$ cat src/hw/rtl/planar_sample_deinterleaver_defines.svh
// Assertion macros shared by the planar sample deinterleaver RTL.
`ifndef PLANAR_SAMPLE_DEINTERLEAVER_DEFINES_SVH
`define PLANAR_SAMPLE_DEINTERLEAVER_DEFINES_SVH

// The consequent must hold in the same cycle as the antecedent.
`define PSD_ASSERT_IMPL(label, clk_sig, rst_sig, ante, cons, msg) \
  label: assert property (@(posedge clk_sig) disable iff (rst_sig) (ante) |-> (cons)) \
    else $error(msg);

// The consequent must hold in the cycle after the antecedent.
`define PSD_ASSERT_NEXT(label, clk_sig, rst_sig, ante, cons, msg) \
  label: assert property (@(posedge clk_sig) disable iff (rst_sig) (ante) |=> (cons)) \
    else $error(msg);

`endif

$ cat src/hw/rtl/psd_pkg.sv
// Types, register indexes and sample size helpers of the planar sample deinterleaver.
package psd_pkg;

  localparam int unsigned CFG_INDEX_W = 3;
  localparam int unsigned CFG_DATA_W  = 32;

  localparam logic [CFG_INDEX_W-1:0] CFG_COMPONENT_COUNT      = 3'd0;
  localparam logic [CFG_INDEX_W-1:0] CFG_TILE_COLUMNS         = 3'd1;
  localparam logic [CFG_INDEX_W-1:0] CFG_TILE_ROWS            = 3'd2;
  localparam logic [CFG_INDEX_W-1:0] CFG_LITTLE_ENDIAN_ORDER  = 3'd3;
  localparam logic [CFG_INDEX_W-1:0] CFG_ROW_ALIGNMENT        = 3'd4;
  localparam logic [CFG_INDEX_W-1:0] CFG_SAMPLE_SIZE_CODES    = 3'd5;
  localparam logic [CFG_INDEX_W-1:0] CFG_COMPONENT_ALIGNMENTS = 3'd6;
  localparam logic [CFG_INDEX_W-1:0] CFG_TILE_ORIGIN          = 3'd7;

  // Largest size code; the codes above it also mean sixteen bytes.
  localparam logic [2:0] SIZE_CODE_MAX = 3'd4;

  typedef struct packed {
    logic [7:0] data_byte;
    logic       first_of_tile;
    logic       end_of_data;
  } in_item_t;

  typedef struct packed {
    logic        status;
    logic [1:0]  component;
    logic [16:0] column;
    logic [16:0] row;
    logic [63:0] sample_low;
    logic [63:0] sample_high;
    logic        tile_done;
    logic        run_end;
  } out_item_t;

  // Data bytes of one sample for a size code.
  function automatic logic [4:0] data_bytes(input logic [2:0] code);
    logic [4:0] size;
    if (code >= SIZE_CODE_MAX) begin
      size = 5'd16;
    end else begin
      size = 5'd1 << code;
    end
    return size;
  endfunction

  // Sample slot length: the data bytes rounded up to a multiple of the alignment.
  // Below sixteen the alignment is small, so the multiple is picked from a short list.
  function automatic logic [7:0] slot_bytes(input logic [2:0] code, input logic [7:0] align);
    logic [4:0] size;
    logic [7:0] slot;
    logic [7:0] cand;
    size = data_bytes(code);
    slot = {3'd0, size};
    cand = 8'd0;
    if (align != 8'd0) begin
      if (align >= {3'd0, size}) begin
        slot = align;
      end else begin
        for (int m = 16; m >= 1; m--) begin
          cand = {4'd0, align[3:0]} * 8'(m);
          if (cand >= {3'd0, size}) begin
            slot = cand;
          end
        end
      end
    end
    return slot;
  endfunction

endpackage

$ cat src/hw/rtl/planar_sample_deinterleaver.sv
// Top level of the planar sample deinterleaver: byte stream in, aligned samples out.
//
//   Channel   Direction  Handshake               Payload
//   cfg       in         cfg_write               cfg_index, cfg_data (32 bits)
//   in        in         in_valid / in_stall     in_item  (one raw tile byte)
//   out       out        out_valid / out_stall   out_item (one sample or error)
//
// One byte is taken per cycle while in_stall is low; its results are registered into the
// output queue as it is taken. A byte yields at most two results; a two-entry output queue
// holds them, and the input is stalled when the queue could not take every result of the
// waiting byte. After reset and after every register write, the row padding of each plane
// is worked out by a bit-serial remainder unit, during which in_stall is high. Reset is
// synchronous and clears the walk counters, the assembly buffer and both queue entries.
`include "planar_sample_deinterleaver_defines.svh"

module planar_sample_deinterleaver
  import psd_pkg::*;
#(
  parameter int unsigned MAX_COMPONENTS = 4
) (
  input  logic                   clk,
  input  logic                   rst,
  input  logic                   cfg_write,
  input  logic [CFG_INDEX_W-1:0] cfg_index,
  input  logic [CFG_DATA_W-1:0]  cfg_data,
  input  logic                   in_valid,
  output logic                   in_stall,
  input  in_item_t               in_item,
  output logic                   out_valid,
  input  logic                   out_stall,
  output out_item_t              out_item
);

  // Plane index width, number of stored planes and a width that can hold the count.
  localparam int unsigned PW     = (MAX_COMPONENTS > 1) ? $clog2(MAX_COMPONENTS) : 1;
  localparam int unsigned PLANES = 1 << PW;
  localparam int unsigned EW     = PW + 1;
  // Dividend width of the row length: an 8-bit slot times a 16-bit column count.
  localparam int unsigned LEN_W  = 24;
  localparam int unsigned STEP_W = $clog2(LEN_W + 1);

  localparam logic [1:0] PH_DATA   = 2'd0;
  localparam logic [1:0] PH_ROWPAD = 2'd1;
  localparam logic [1:0] PH_DONE   = 2'd2;

  localparam logic [1:0] RC_IDLE  = 2'd0;
  localparam logic [1:0] RC_LOAD  = 2'd1;
  localparam logic [1:0] RC_DIV   = 2'd2;
  localparam logic [1:0] RC_STORE = 2'd3;

  // Configuration registers.
  logic [2:0]  component_count;
  logic [15:0] tile_columns;
  logic [15:0] tile_rows;
  logic        little_endian_order;
  logic [15:0] row_alignment;
  logic [11:0] sample_size_codes;
  logic [31:0] component_alignments;
  logic [31:0] tile_origin;

  always_ff @(posedge clk) begin
    if (rst) begin
      component_count      <= 3'd1;
      tile_columns         <= 16'd1;
      tile_rows            <= 16'd1;
      little_endian_order  <= 1'b0;
      row_alignment        <= 16'd0;
      sample_size_codes    <= 12'd0;
      component_alignments <= 32'd0;
      tile_origin          <= 32'd0;
    end else if (cfg_write) begin
      unique case (cfg_index)
        CFG_COMPONENT_COUNT:      component_count      <= cfg_data[2:0];
        CFG_TILE_COLUMNS:         tile_columns         <= cfg_data[15:0];
        CFG_TILE_ROWS:            tile_rows            <= cfg_data[15:0];
        CFG_LITTLE_ENDIAN_ORDER:  little_endian_order  <= cfg_data[0];
        CFG_ROW_ALIGNMENT:        row_alignment        <= cfg_data[15:0];
        CFG_SAMPLE_SIZE_CODES:    sample_size_codes    <= cfg_data[11:0];
        CFG_COMPONENT_ALIGNMENTS: component_alignments <= cfg_data;
        CFG_TILE_ORIGIN:          tile_origin          <= cfg_data;
        default: ;
      endcase
    end
  end

  // Effective limits: a zero count of columns, rows or planes behaves as one, and the
  // plane count is capped at the number of planes the block is built for.
  logic [15:0]   cols_eff;
  logic [15:0]   rows_eff;
  logic [EW-1:0] count_eff;

  always_comb begin
    cols_eff = (tile_columns == 16'd0) ? 16'd1 : tile_columns;
    rows_eff = (tile_rows == 16'd0) ? 16'd1 : tile_rows;
    if (component_count == 3'd0) begin
      count_eff = EW'(1);
    end else if (32'(component_count) > MAX_COMPONENTS) begin
      count_eff = EW'(MAX_COMPONENTS);
    end else begin
      count_eff = EW'(component_count);
    end
  end

  // Size code and alignment of every plane; planes beyond the fourth have neither field
  // and use single-byte, unaligned samples.
  logic [2:0] plane_code  [PLANES];
  logic [7:0] plane_align [PLANES];

  for (genvar g = 0; g < PLANES; g++) begin : g_plane
    if (g < 4) begin : g_field
      assign plane_code[g]  = sample_size_codes[3*g +: 3];
      assign plane_align[g] = component_alignments[8*g +: 8];
    end else begin : g_none
      assign plane_code[g]  = 3'd0;
      assign plane_align[g] = 8'd0;
    end
  end

  // Row padding per plane. The row length is divided by the row alignment one bit per
  // cycle; the padding is what completes the last partial multiple.
  logic [1:0]        rc_state;
  logic [PW-1:0]     rc_plane;
  logic [STEP_W-1:0] rc_step;
  logic [LEN_W-1:0]  rc_dividend;
  logic [15:0]       rc_rem;
  logic [15:0]       rpad [PLANES];
  logic [16:0]       rem_shift;
  logic [16:0]       rem_sub;
  logic [15:0]       rem_next;
  logic [7:0]        rc_slot;
  logic              busy;

  always_comb begin
    rc_slot   = slot_bytes(plane_code[rc_plane], plane_align[rc_plane]);
    rem_shift = {rc_rem, rc_dividend[LEN_W-1]};
    rem_sub   = rem_shift - {1'b0, row_alignment};
    rem_next  = (rem_shift >= {1'b0, row_alignment}) ? rem_sub[15:0] : rem_shift[15:0];
    busy      = (rc_state != RC_IDLE);
  end

  always_ff @(posedge clk) begin
    if (rst) begin
      rc_state <= RC_LOAD;
      rc_plane <= '0;
    end else if (cfg_write) begin
      // Any register write may change a row length, so every plane is redone.
      rc_state <= RC_LOAD;
      rc_plane <= '0;
    end else begin
      unique case (rc_state)
        RC_IDLE: ;
        RC_LOAD: begin
          rc_dividend <= LEN_W'(rc_slot) * LEN_W'(cols_eff);
          rc_rem      <= 16'd0;
          rc_step     <= STEP_W'(LEN_W);
          rc_state    <= RC_DIV;
        end
        RC_DIV: begin
          rc_rem      <= rem_next;
          rc_dividend <= {rc_dividend[LEN_W-2:0], 1'b0};
          rc_step     <= rc_step - STEP_W'(1);
          if (rc_step == STEP_W'(1)) begin
            rc_state <= RC_STORE;
          end
        end
        RC_STORE: begin
          if (row_alignment <= 16'd1 || rc_rem == 16'd0) begin
            rpad[rc_plane] <= 16'd0;
          end else begin
            rpad[rc_plane] <= row_alignment - rc_rem;
          end
          if (rc_plane == PW'(PLANES - 1)) begin
            rc_state <= RC_IDLE;
          end else begin
            rc_plane <= rc_plane + PW'(1);
            rc_state <= RC_LOAD;
          end
        end
        default: rc_state <= RC_IDLE;
      endcase
    end
  end

  // Walk state.
  logic [1:0]    phase;
  logic [PW-1:0] plane_index;
  logic [15:0]   column_count;
  logic [15:0]   row_count;
  logic [4:0]    byte_in_sample;
  logic [7:0]    sample_align_phase;
  logic [15:0]   row_align_phase;
  logic [63:0]   assembly_low;
  logic [63:0]   assembly_high;

  logic [1:0]    phase_next;
  logic [PW-1:0] plane_index_next;
  logic [15:0]   column_count_next;
  logic [15:0]   row_count_next;
  logic [4:0]    byte_in_sample_next;
  logic [7:0]    sample_align_phase_next;
  logic [15:0]   row_align_phase_next;
  logic [63:0]   assembly_low_next;
  logic [63:0]   assembly_high_next;

  // The state this byte starts from: a first byte of a tile starts from cleared counters.
  logic [1:0]    cur_phase;
  logic [PW-1:0] cur_plane;
  logic [15:0]   cur_col;
  logic [15:0]   cur_row;
  logic [4:0]    cur_bis;
  logic [7:0]    cur_sap;
  logic [15:0]   cur_rap;
  logic [63:0]   cur_low;
  logic [63:0]   cur_high;

  logic [4:0]    size;
  logic [7:0]    slot;
  logic [7:0]    pad;
  logic [15:0]   rpad_sel;
  logic          last_col;
  logic          last_row;
  logic          last_plane;
  logic [63:0]   byte_word;
  logic [63:0]   half_in;
  logic [63:0]   half_out;
  logic [63:0]   asm_low;
  logic [63:0]   asm_high;
  logic          emit;
  logic          err;
  logic          do_next_row;
  out_item_t     sample_item;
  out_item_t     err_item;
  out_item_t     res0;
  out_item_t     res1;
  logic [1:0]    res_count;

  always_comb begin
    if (in_item.first_of_tile) begin
      cur_phase = PH_DATA;
      cur_plane = '0;
      cur_col   = 16'd0;
      cur_row   = 16'd0;
      cur_bis   = 5'd0;
      cur_sap   = 8'd0;
      cur_rap   = 16'd0;
      cur_low   = 64'd0;
      cur_high  = 64'd0;
    end else begin
      cur_phase = phase;
      cur_plane = plane_index;
      cur_col   = column_count;
      cur_row   = row_count;
      cur_bis   = byte_in_sample;
      cur_sap   = sample_align_phase;
      cur_rap   = row_align_phase;
      cur_low   = assembly_low;
      cur_high  = assembly_high;
    end

    size     = data_bytes(plane_code[cur_plane]);
    slot     = slot_bytes(plane_code[cur_plane], plane_align[cur_plane]);
    pad      = slot - {3'd0, size};
    rpad_sel = rpad[cur_plane];

    last_col   = ({1'b0, cur_col} + 17'd1) >= {1'b0, cols_eff};
    last_row   = ({1'b0, cur_row} + 17'd1) >= {1'b0, rows_eff};
    last_plane = ({1'b0, cur_plane} + EW'(1)) >= count_eff;

    // Byte assembly: bytes 0 to 7 of a sample go to the low half, 8 to 15 to the high.
    byte_word = {56'd0, in_item.data_byte};
    half_in   = cur_bis[3] ? cur_high : cur_low;
    if (little_endian_order) begin
      half_out = half_in | (byte_word << {cur_bis[2:0], 3'b000});
    end else begin
      half_out = {half_in[55:0], in_item.data_byte};
    end
    asm_low  = cur_low;
    asm_high = cur_high;

    phase_next              = cur_phase;
    plane_index_next        = cur_plane;
    column_count_next       = cur_col;
    row_count_next          = cur_row;
    byte_in_sample_next     = cur_bis;
    sample_align_phase_next = cur_sap;
    row_align_phase_next    = cur_rap;
    emit                    = 1'b0;
    do_next_row             = 1'b0;

    case (cur_phase)
      PH_DATA: begin
        if (cur_bis < size) begin
          if (cur_bis[3]) begin
            asm_high = half_out;
          end else begin
            asm_low = half_out;
          end
          byte_in_sample_next = cur_bis + 5'd1;
        end else begin
          sample_align_phase_next = cur_sap + 8'd1;
        end
        if (byte_in_sample_next >= size && sample_align_phase_next >= pad) begin
          emit                    = 1'b1;
          byte_in_sample_next     = 5'd0;
          sample_align_phase_next = 8'd0;
          if (last_col) begin
            column_count_next = 16'd0;
            if (last_row && last_plane) begin
              phase_next = PH_DONE;
            end else if (rpad_sel != 16'd0) begin
              row_align_phase_next = 16'd0;
              phase_next           = PH_ROWPAD;
            end else begin
              do_next_row = 1'b1;
            end
          end else begin
            column_count_next = cur_col + 16'd1;
          end
        end
      end
      PH_ROWPAD: begin
        row_align_phase_next = cur_rap + 16'd1;
        if (row_align_phase_next >= rpad_sel) begin
          phase_next  = PH_DATA;
          do_next_row = 1'b1;
        end
      end
      default: ;
    endcase

    if (do_next_row) begin
      row_align_phase_next = 16'd0;
      if (last_row) begin
        row_count_next   = 16'd0;
        plane_index_next = cur_plane + PW'(1);
        if (last_plane) begin
          phase_next = PH_DONE;
        end
      end else begin
        row_count_next = cur_row + 16'd1;
      end
    end

    // A delivered sample empties the assembly buffer.
    assembly_low_next  = emit ? 64'd0 : asm_low;
    assembly_high_next = emit ? 64'd0 : asm_high;

    // The data running out before the tile is complete closes the tile with an error.
    err = in_item.end_of_data && (phase_next != PH_DONE);
    if (err) begin
      phase_next = PH_DONE;
    end

    sample_item.status      = 1'b0;
    sample_item.component   = 2'(cur_plane);
    sample_item.column      = {1'b0, tile_origin[15:0]} + {1'b0, cur_col};
    sample_item.row         = {1'b0, tile_origin[31:16]} + {1'b0, cur_row};
    sample_item.sample_low  = asm_low;
    sample_item.sample_high = (size == 5'd16) ? asm_high : 64'd0;
    sample_item.tile_done   = last_col && last_row && last_plane;
    sample_item.run_end     = !err;

    err_item         = '0;
    err_item.status  = 1'b1;
    err_item.run_end = 1'b1;

    res0      = emit ? sample_item : err_item;
    res1      = err_item;
    res_count = {1'b0, emit} + {1'b0, err};
  end

  // Two-entry output queue: head register drives the port, the second entry sits behind.
  logic      a_valid;
  logic      b_valid;
  out_item_t a_item;
  out_item_t b_item;
  logic      a_valid_next;
  logic      b_valid_next;
  out_item_t a_item_next;
  out_item_t b_item_next;
  logic      drain;
  logic      accept;
  logic [1:0] occ_after;

  always_comb begin
    drain = a_valid && !out_stall;
    if (drain) begin
      a_valid_next = b_valid;
      a_item_next  = b_item;
      b_valid_next = 1'b0;
    end else begin
      a_valid_next = a_valid;
      a_item_next  = a_item;
      b_valid_next = b_valid;
    end
    b_item_next = b_item;
    occ_after   = {1'b0, a_valid_next} + {1'b0, b_valid_next};

    in_stall = busy || ((3'(occ_after) + 3'(res_count)) > 3'd2);
    accept   = in_valid && !in_stall;

    if (accept) begin
      if (res_count == 2'd2) begin
        a_valid_next = 1'b1;
        a_item_next  = res0;
        b_valid_next = 1'b1;
        b_item_next  = res1;
      end else if (res_count == 2'd1) begin
        if (a_valid_next) begin
          b_valid_next = 1'b1;
          b_item_next  = res0;
        end else begin
          a_valid_next = 1'b1;
          a_item_next  = res0;
        end
      end
    end
  end

  always_ff @(posedge clk) begin
    if (rst) begin
      a_valid <= 1'b0;
      b_valid <= 1'b0;
    end else begin
      a_valid <= a_valid_next;
      b_valid <= b_valid_next;
    end
    a_item <= a_item_next;
    b_item <= b_item_next;
  end

  always_ff @(posedge clk) begin
    if (rst) begin
      phase              <= PH_DATA;
      plane_index        <= '0;
      column_count       <= 16'd0;
      row_count          <= 16'd0;
      byte_in_sample     <= 5'd0;
      sample_align_phase <= 8'd0;
      row_align_phase    <= 16'd0;
      assembly_low       <= 64'd0;
      assembly_high      <= 64'd0;
    end else if (accept) begin
      phase              <= phase_next;
      plane_index        <= plane_index_next;
      column_count       <= column_count_next;
      row_count          <= row_count_next;
      byte_in_sample     <= byte_in_sample_next;
      sample_align_phase <= sample_align_phase_next;
      row_align_phase    <= row_align_phase_next;
      assembly_low       <= assembly_low_next;
      assembly_high      <= assembly_high_next;
    end
  end

  assign out_valid = a_valid;
  assign out_item  = a_item;

  `PSD_ASSERT_IMPL(a_queue_order, clk, rst, b_valid, a_valid, "second queue entry filled while the head is empty")
  `PSD_ASSERT_IMPL(a_stall_busy, clk, rst, busy, in_stall, "byte taken while row padding is being recomputed")
  `PSD_ASSERT_IMPL(a_error_ends_run, clk, rst, out_valid && out_item.status, out_item.run_end, "error result not marked as the last of its byte")
  `PSD_ASSERT_NEXT(a_end_closes, clk, rst, in_valid && !in_stall && in_item.end_of_data, phase == PH_DONE, "tile still open after its final byte")

endmodule
$ cat config.mk
export PLATFORM = sky130hd
export DESIGN_NAME = planar_sample_deinterleaver
export DESIGN_NICKNAME = d
export VERILOG_FILES = /design/src/hw/rtl/psd_pkg.sv /design/src/hw/rtl/planar_sample_deinterleaver.sv
export VERILOG_INCLUDE_DIRS = /design/src /design/src/hw/rtl
export SDC_FILE = /design/constraint.sdc
export NUM_CORES = 2
export LEC_CHECK = 0
export BUFFER_PORTS_ARGS = -buffer_cell sky130_fd_sc_hd__buf_2
export CORE_ASPECT_RATIO = 1.5
export CORE_MARGIN = 5
export CORE_UTILIZATION = 55
export CTS_BUF_LIST = sky130_fd_sc_hd__clkbuf_8
export CTS_CLUSTER_DIAMETER = 150
export DETAILED_ROUTE_END_ITERATION = 6
export MAX_ROUTING_LAYER = met4
export PLACE_DENSITY = 0.79
export SYNTH_ARGS = -nofsm -noshare
export SYNTH_HDL_FRONTEND = slang
export SYNTH_SLANG_ARGS = --single-unit
export TNS_END_PERCENT = 1
$ cat constraint.sdc
create_clock -name clk -period 14.2 [get_ports clk]
set_input_delay 0 -clock clk [delete_from_list [all_inputs] [get_ports clk]]
set_output_delay 0 -clock clk [all_outputs]
set_load 0.01 [all_outputs]
==> summary.txt <==
Synth
  – Share of the synthesized area in the top cell type: 0.199
  – Synthesis Warnings: 0
  – Mapped Nets: 6062
  – Number of synthesized flops with an enable pin: 276
  – Proportion of register bits with asynchronous set or reset after synthesis: 0
  – Post-Synthesis Cell Area: 49600 µm²
  – Leading post-synthesis cells by instance count: 626 x sky130_fd_sc_hd__nand2_1, 592 x sky130_fd_sc_hd__nor2_1, 494 x sky130_fd_sc_hd__dfxtp_1, 396 x sky130_fd_sc_hd__a21oi_1, 355 x sky130_fd_sc_hd__ha_1
  – Number of instances in the synthesized netlist: 5542
  – Register bit count reported by yosys: 770
  – Most common flop cell mapped by yosys: sky130_fd_sc_hd__dfxtp_1
  – Unique cell type count in the Yosys netlist: 102
  – Cell with the most instances after synthesis: sky130_fd_sc_hd__nand2_1
  – Sequential fraction of the synthesis area: 0.366
  – Synth Area per Inst: 8.95 µm²
  – Dominant cells by area after synthesis: sky130_fd_sc_hd__dfxtp_1 20%, sky130_fd_sc_hd__edfxtp_1 17%, sky130_fd_sc_hd__ha_1 9.0%
  – Area leader, netlist: sky130_fd_sc_hd__dfxtp_1

Floorplan
  – Starting density of the core: 0.552
  – Number of placement rows: 135
  – Count of boundary I/O pins: 219
  – Core Area: 89900 µm²
  – Die area: 96400 µm²
  – Horizontal extent of the die: 255 µm
  – Die outline height: 378 µm

Place
  – Post-Place Cell Area: 51600 µm²
  – Routability-driven placement congestion ratio: 1.02
  – Worst setup slack before clock tree synthesis: 1120 ps
  – Buffers on Ports: 218
  – HPWL reported at the end of detailed placement: 111 mm

Clock tree
  – Number of instances resized during post-cts repair: 0
  – Clock Path Buffers: 3
  – Master cell of the clock root buffer: sky130_fd_sc_hd__clkbuf_8
  – Post CTS Setup Buffer Count: 0
  – Count of clock tree sinks: 770
  – Clk slew on worst S/H paths: 70 ps
  – Total of hold buffers inserted after clock tree synthesis: 81
  – Number of levels in the clock H-tree: 3
  – Number of buffers added by the clock tree synthesis step: 117
  – TritonCTS clock tree: done
  – Clock latency of the later-clocked register in the worst-skew pair: 780 ps

Critical path
  – Number of buffer and inverter instances along the worst setup path: 8
  – Highest net fanout along the worst path: 79
  – Startpoint Class: flip-flop
  – Worst Setup End Kind: flip-flop
  – Maximum cell stage delay along the critical path: 790 ps
  – Source of the worst register-to-register timing path: plane_index[0]$_SDFFE_PP0P_
  – Req. time, crit path: 14810 ps
  – Worst reg-to-reg path cell count: 49
  – Worst R2R Setup Slack: 980 ps
  – Largest delay share family, worst path: compound AO/OA/AOI/OAI gates
  – Reg2Reg Capture Point: out_item[96]$_DFF_P_
  – CP Class: flip-flop to flip-flop
  – Slowest cell on the critical path: sky130_fd_sc_hd__nand2_4
  – WP data arrival: 13830 ps

Timing
  – Shortest period the worst path allows: 13220 ps
  – Post-route worst setup slack: 981 ps
  – TNS Setup: 0 ps
  – Final worst-path cycle share: 0.931
  – Transition time at the pin with the least slew margin: 1300 ps
  – Worst relative slew slack: 0.130
  – # setup viols final: 0
  – Maximum frequency from static timing analysis: 75.6 MHz
  – Final-report max-slew violation count: 0
  – Final Hold Fails: 0
  – RSZ-0062 raised after global routing: no
  – Clock tree skew after final layout: 31.3 ps

GRT
  – First-pass GRT wire length: 237 mm
  – Vias in the first global route: 43.0k
  – Pin count of the biggest net entering global routing: 132
  – GRT Util Overall: 0.317
  – Final global-route overflow total: 0
  – Antenna violations before repair: 3

Drt
  – DRT iter0 DRCs: 4257
  – Via count of the routed design: 44.0k
  – Via count normalized by instance count: 6.30
  – Routed WL: 155 mm
  – Wire per inst: 22.2 µm
  – Count of TritonRoute iterations in the first routing pass: 7
  – Post-route antenna net violation count: 0
  – Total DRC errors in the routed layout: 0

Power and ir drop
  – Overall power consumption: 5.83 mW
  – Leakage: 22.2 nW
  – Power density over the cells: 106 nW/µm²
  – Peak VDD IR: 70.8 µV

Final layout
  – Final net count: 6233
  – Final non-filler cell area: 55000 µm²
  – Area taken by flip-flops and latches: 18200 µm²
  – Fraction of the core area covered by cells at the end of the flow: 0.612
  – Layout overhead on the synthesized area: 10.9%
  – Share of layout cells above drive strength 1: 0.110
  – Area of the multi-input gates: 29300 µm²
  – Filler Cells Inserted: 7659

Run
  – Maxcap violations: 0

Hold path
  – WHS Path Cells: 4
  – Worst hold path type: input port to flip-flop
  – Worst Hold Launch: cfg_data[23]
  – Worst min-delay path endpoint: component_alignments[23]$_SDFFE_PP0P_

Run status
  – Result of the run: complete, no violations
[registers in the layout, indices dropped and copies added (netlist names), 24 cells and up]
register              flops
rpad                     64
component_alignments     32
assembly_high            64
rc_dividend              24
assembly_low             64
out_item                167
b_item                  167
tile_origin              32
[metal layers]
metal  share of wire  vias up  track usage  wire length, µm
li1                -    20300            -                -
met1            0.37    21200        0.356            57100
met5               0        -            -                0
met2            0.50     2008        0.543            77400
met4           0.063        0        0.176             9840
met3           0.070      515       0.0406            10800
[metrics by stage]
stage / instances / hold slack [ps]
after floorplan: 5542 / 136
after global placement: 6677 / 328
after detailed placement: 6677 / 329
after CTS: 6980 / 87.9
after global routing: 6984 / 132
final: 6986 / 120
[layout make-up]
class,instances,share of cell area
Tap cell,1164,0.0265
Clock inverter,80,0.0114
Inverter,248,0.0170
Multi-Input combinational cell,4205,0.533
Antenna cell,6,0.000273
Clock buffer,142,0.0355
Timing Repair Buffer,371,0.0456
Sequential cell,770,0.331
[worst max-delay path by stage]
stage / from / to / slack, ps / cells past startpoint
after detailed placement: plane_index[0]$_SDFFE_PP0P_ / out_item[106]$_DFF_P_ / 1120 / 49
after global routing: plane_index[0]$_SDFFE_PP0P_ / out_item[87]$_DFF_P_ / 50 / 49
after CTS: plane_index[0]$_SDFFE_PP0P_ / out_item[106]$_DFF_P_ / 1090 / 49
after floorplan: plane_index[0]$_SDFFE_PP0P_ / b_item[0]$_SDFFCE_PP1P_ / 480 / 52
after global placement: plane_index[0]$_SDFFE_PP0P_ / out_item[109]$_DFF_P_ / 1390 / 49
final: plane_index[0]$_SDFFE_PP0P_ / out_item[96]$_DFF_P_ / 980 / 49
[placed cells by master (no fill, tap or decap), types with 44 or more instances in the layout]
master                          netlist  layout
sky130_fd_sc_hd__a21o_1              62      61
sky130_fd_sc_hd__a21oi_1            396     396
sky130_fd_sc_hd__a22oi_1            137     137
sky130_fd_sc_hd__a31oi_1             44      44
sky130_fd_sc_hd__buf_2               33     216
sky130_fd_sc_hd__buf_4                1      68
sky130_fd_sc_hd__clkbuf_8             0     142
sky130_fd_sc_hd__dfxtp_1            494     491
sky130_fd_sc_hd__dlygate4sd3_1        0      81
sky130_fd_sc_hd__edfxtp_1           276     276
sky130_fd_sc_hd__fa_1               115     115
sky130_fd_sc_hd__ha_1               355     355
sky130_fd_sc_hd__inv_1              242     268
sky130_fd_sc_hd__mux2_2              65      65
sky130_fd_sc_hd__mux2i_1            281     281
sky130_fd_sc_hd__nand2_1            626     625
sky130_fd_sc_hd__nand2b_1            46      46
sky130_fd_sc_hd__nand3_1            105     103
sky130_fd_sc_hd__nor2_1             592     588
sky130_fd_sc_hd__nor2b_1             87      86
sky130_fd_sc_hd__nor3_1              65      63
sky130_fd_sc_hd__nor3b_1             69      69
sky130_fd_sc_hd__o21ai_0            237     237
sky130_fd_sc_hd__o22ai_1            159     159
sky130_fd_sc_hd__xnor2_1             87      87
sky130_fd_sc_hd__xor2_1              65      65
[kinds of logic (layout without fill, tap and decap cells)]
family | Yosys count | in the layout | share of synthesized area
AND/OR/NAND/NOR | 1850 | 1850 | 0.172
AO/OA/AOI/OAI | 1377 | 1377 | 0.179
flip-flops | 770 | 770 | 0.366
buffers and inverters | 567 | 841 | 0.0442
adder cells (fa/ha/maj) | 470 | 470 | 0.136
multiplexers | 356 | 356 | 0.0760
XOR/XNOR | 152 | 152 | 0.0268
other | 0 | 6 | 0
[power by group]
group	internal, mW	total, mW	switching, mW	leakage [nW]
sequential	2.45	2.56	0.114	6.56
clock	1.08	2.02	0.940	1.44
combinational	0.457	1.25	0.795	14.2
[tightest hold or removal path: stages]
cell                            delay (ps)
sky130_fd_sc_hd__dlygate4sd3_1         530
sky130_fd_sc_hd__buf_2                 180
sky130_fd_sc_hd__nand2_1                70
sky130_fd_sc_hd__a21oi_1                50
Note: power is estimated with default switching activity, not from simulation.
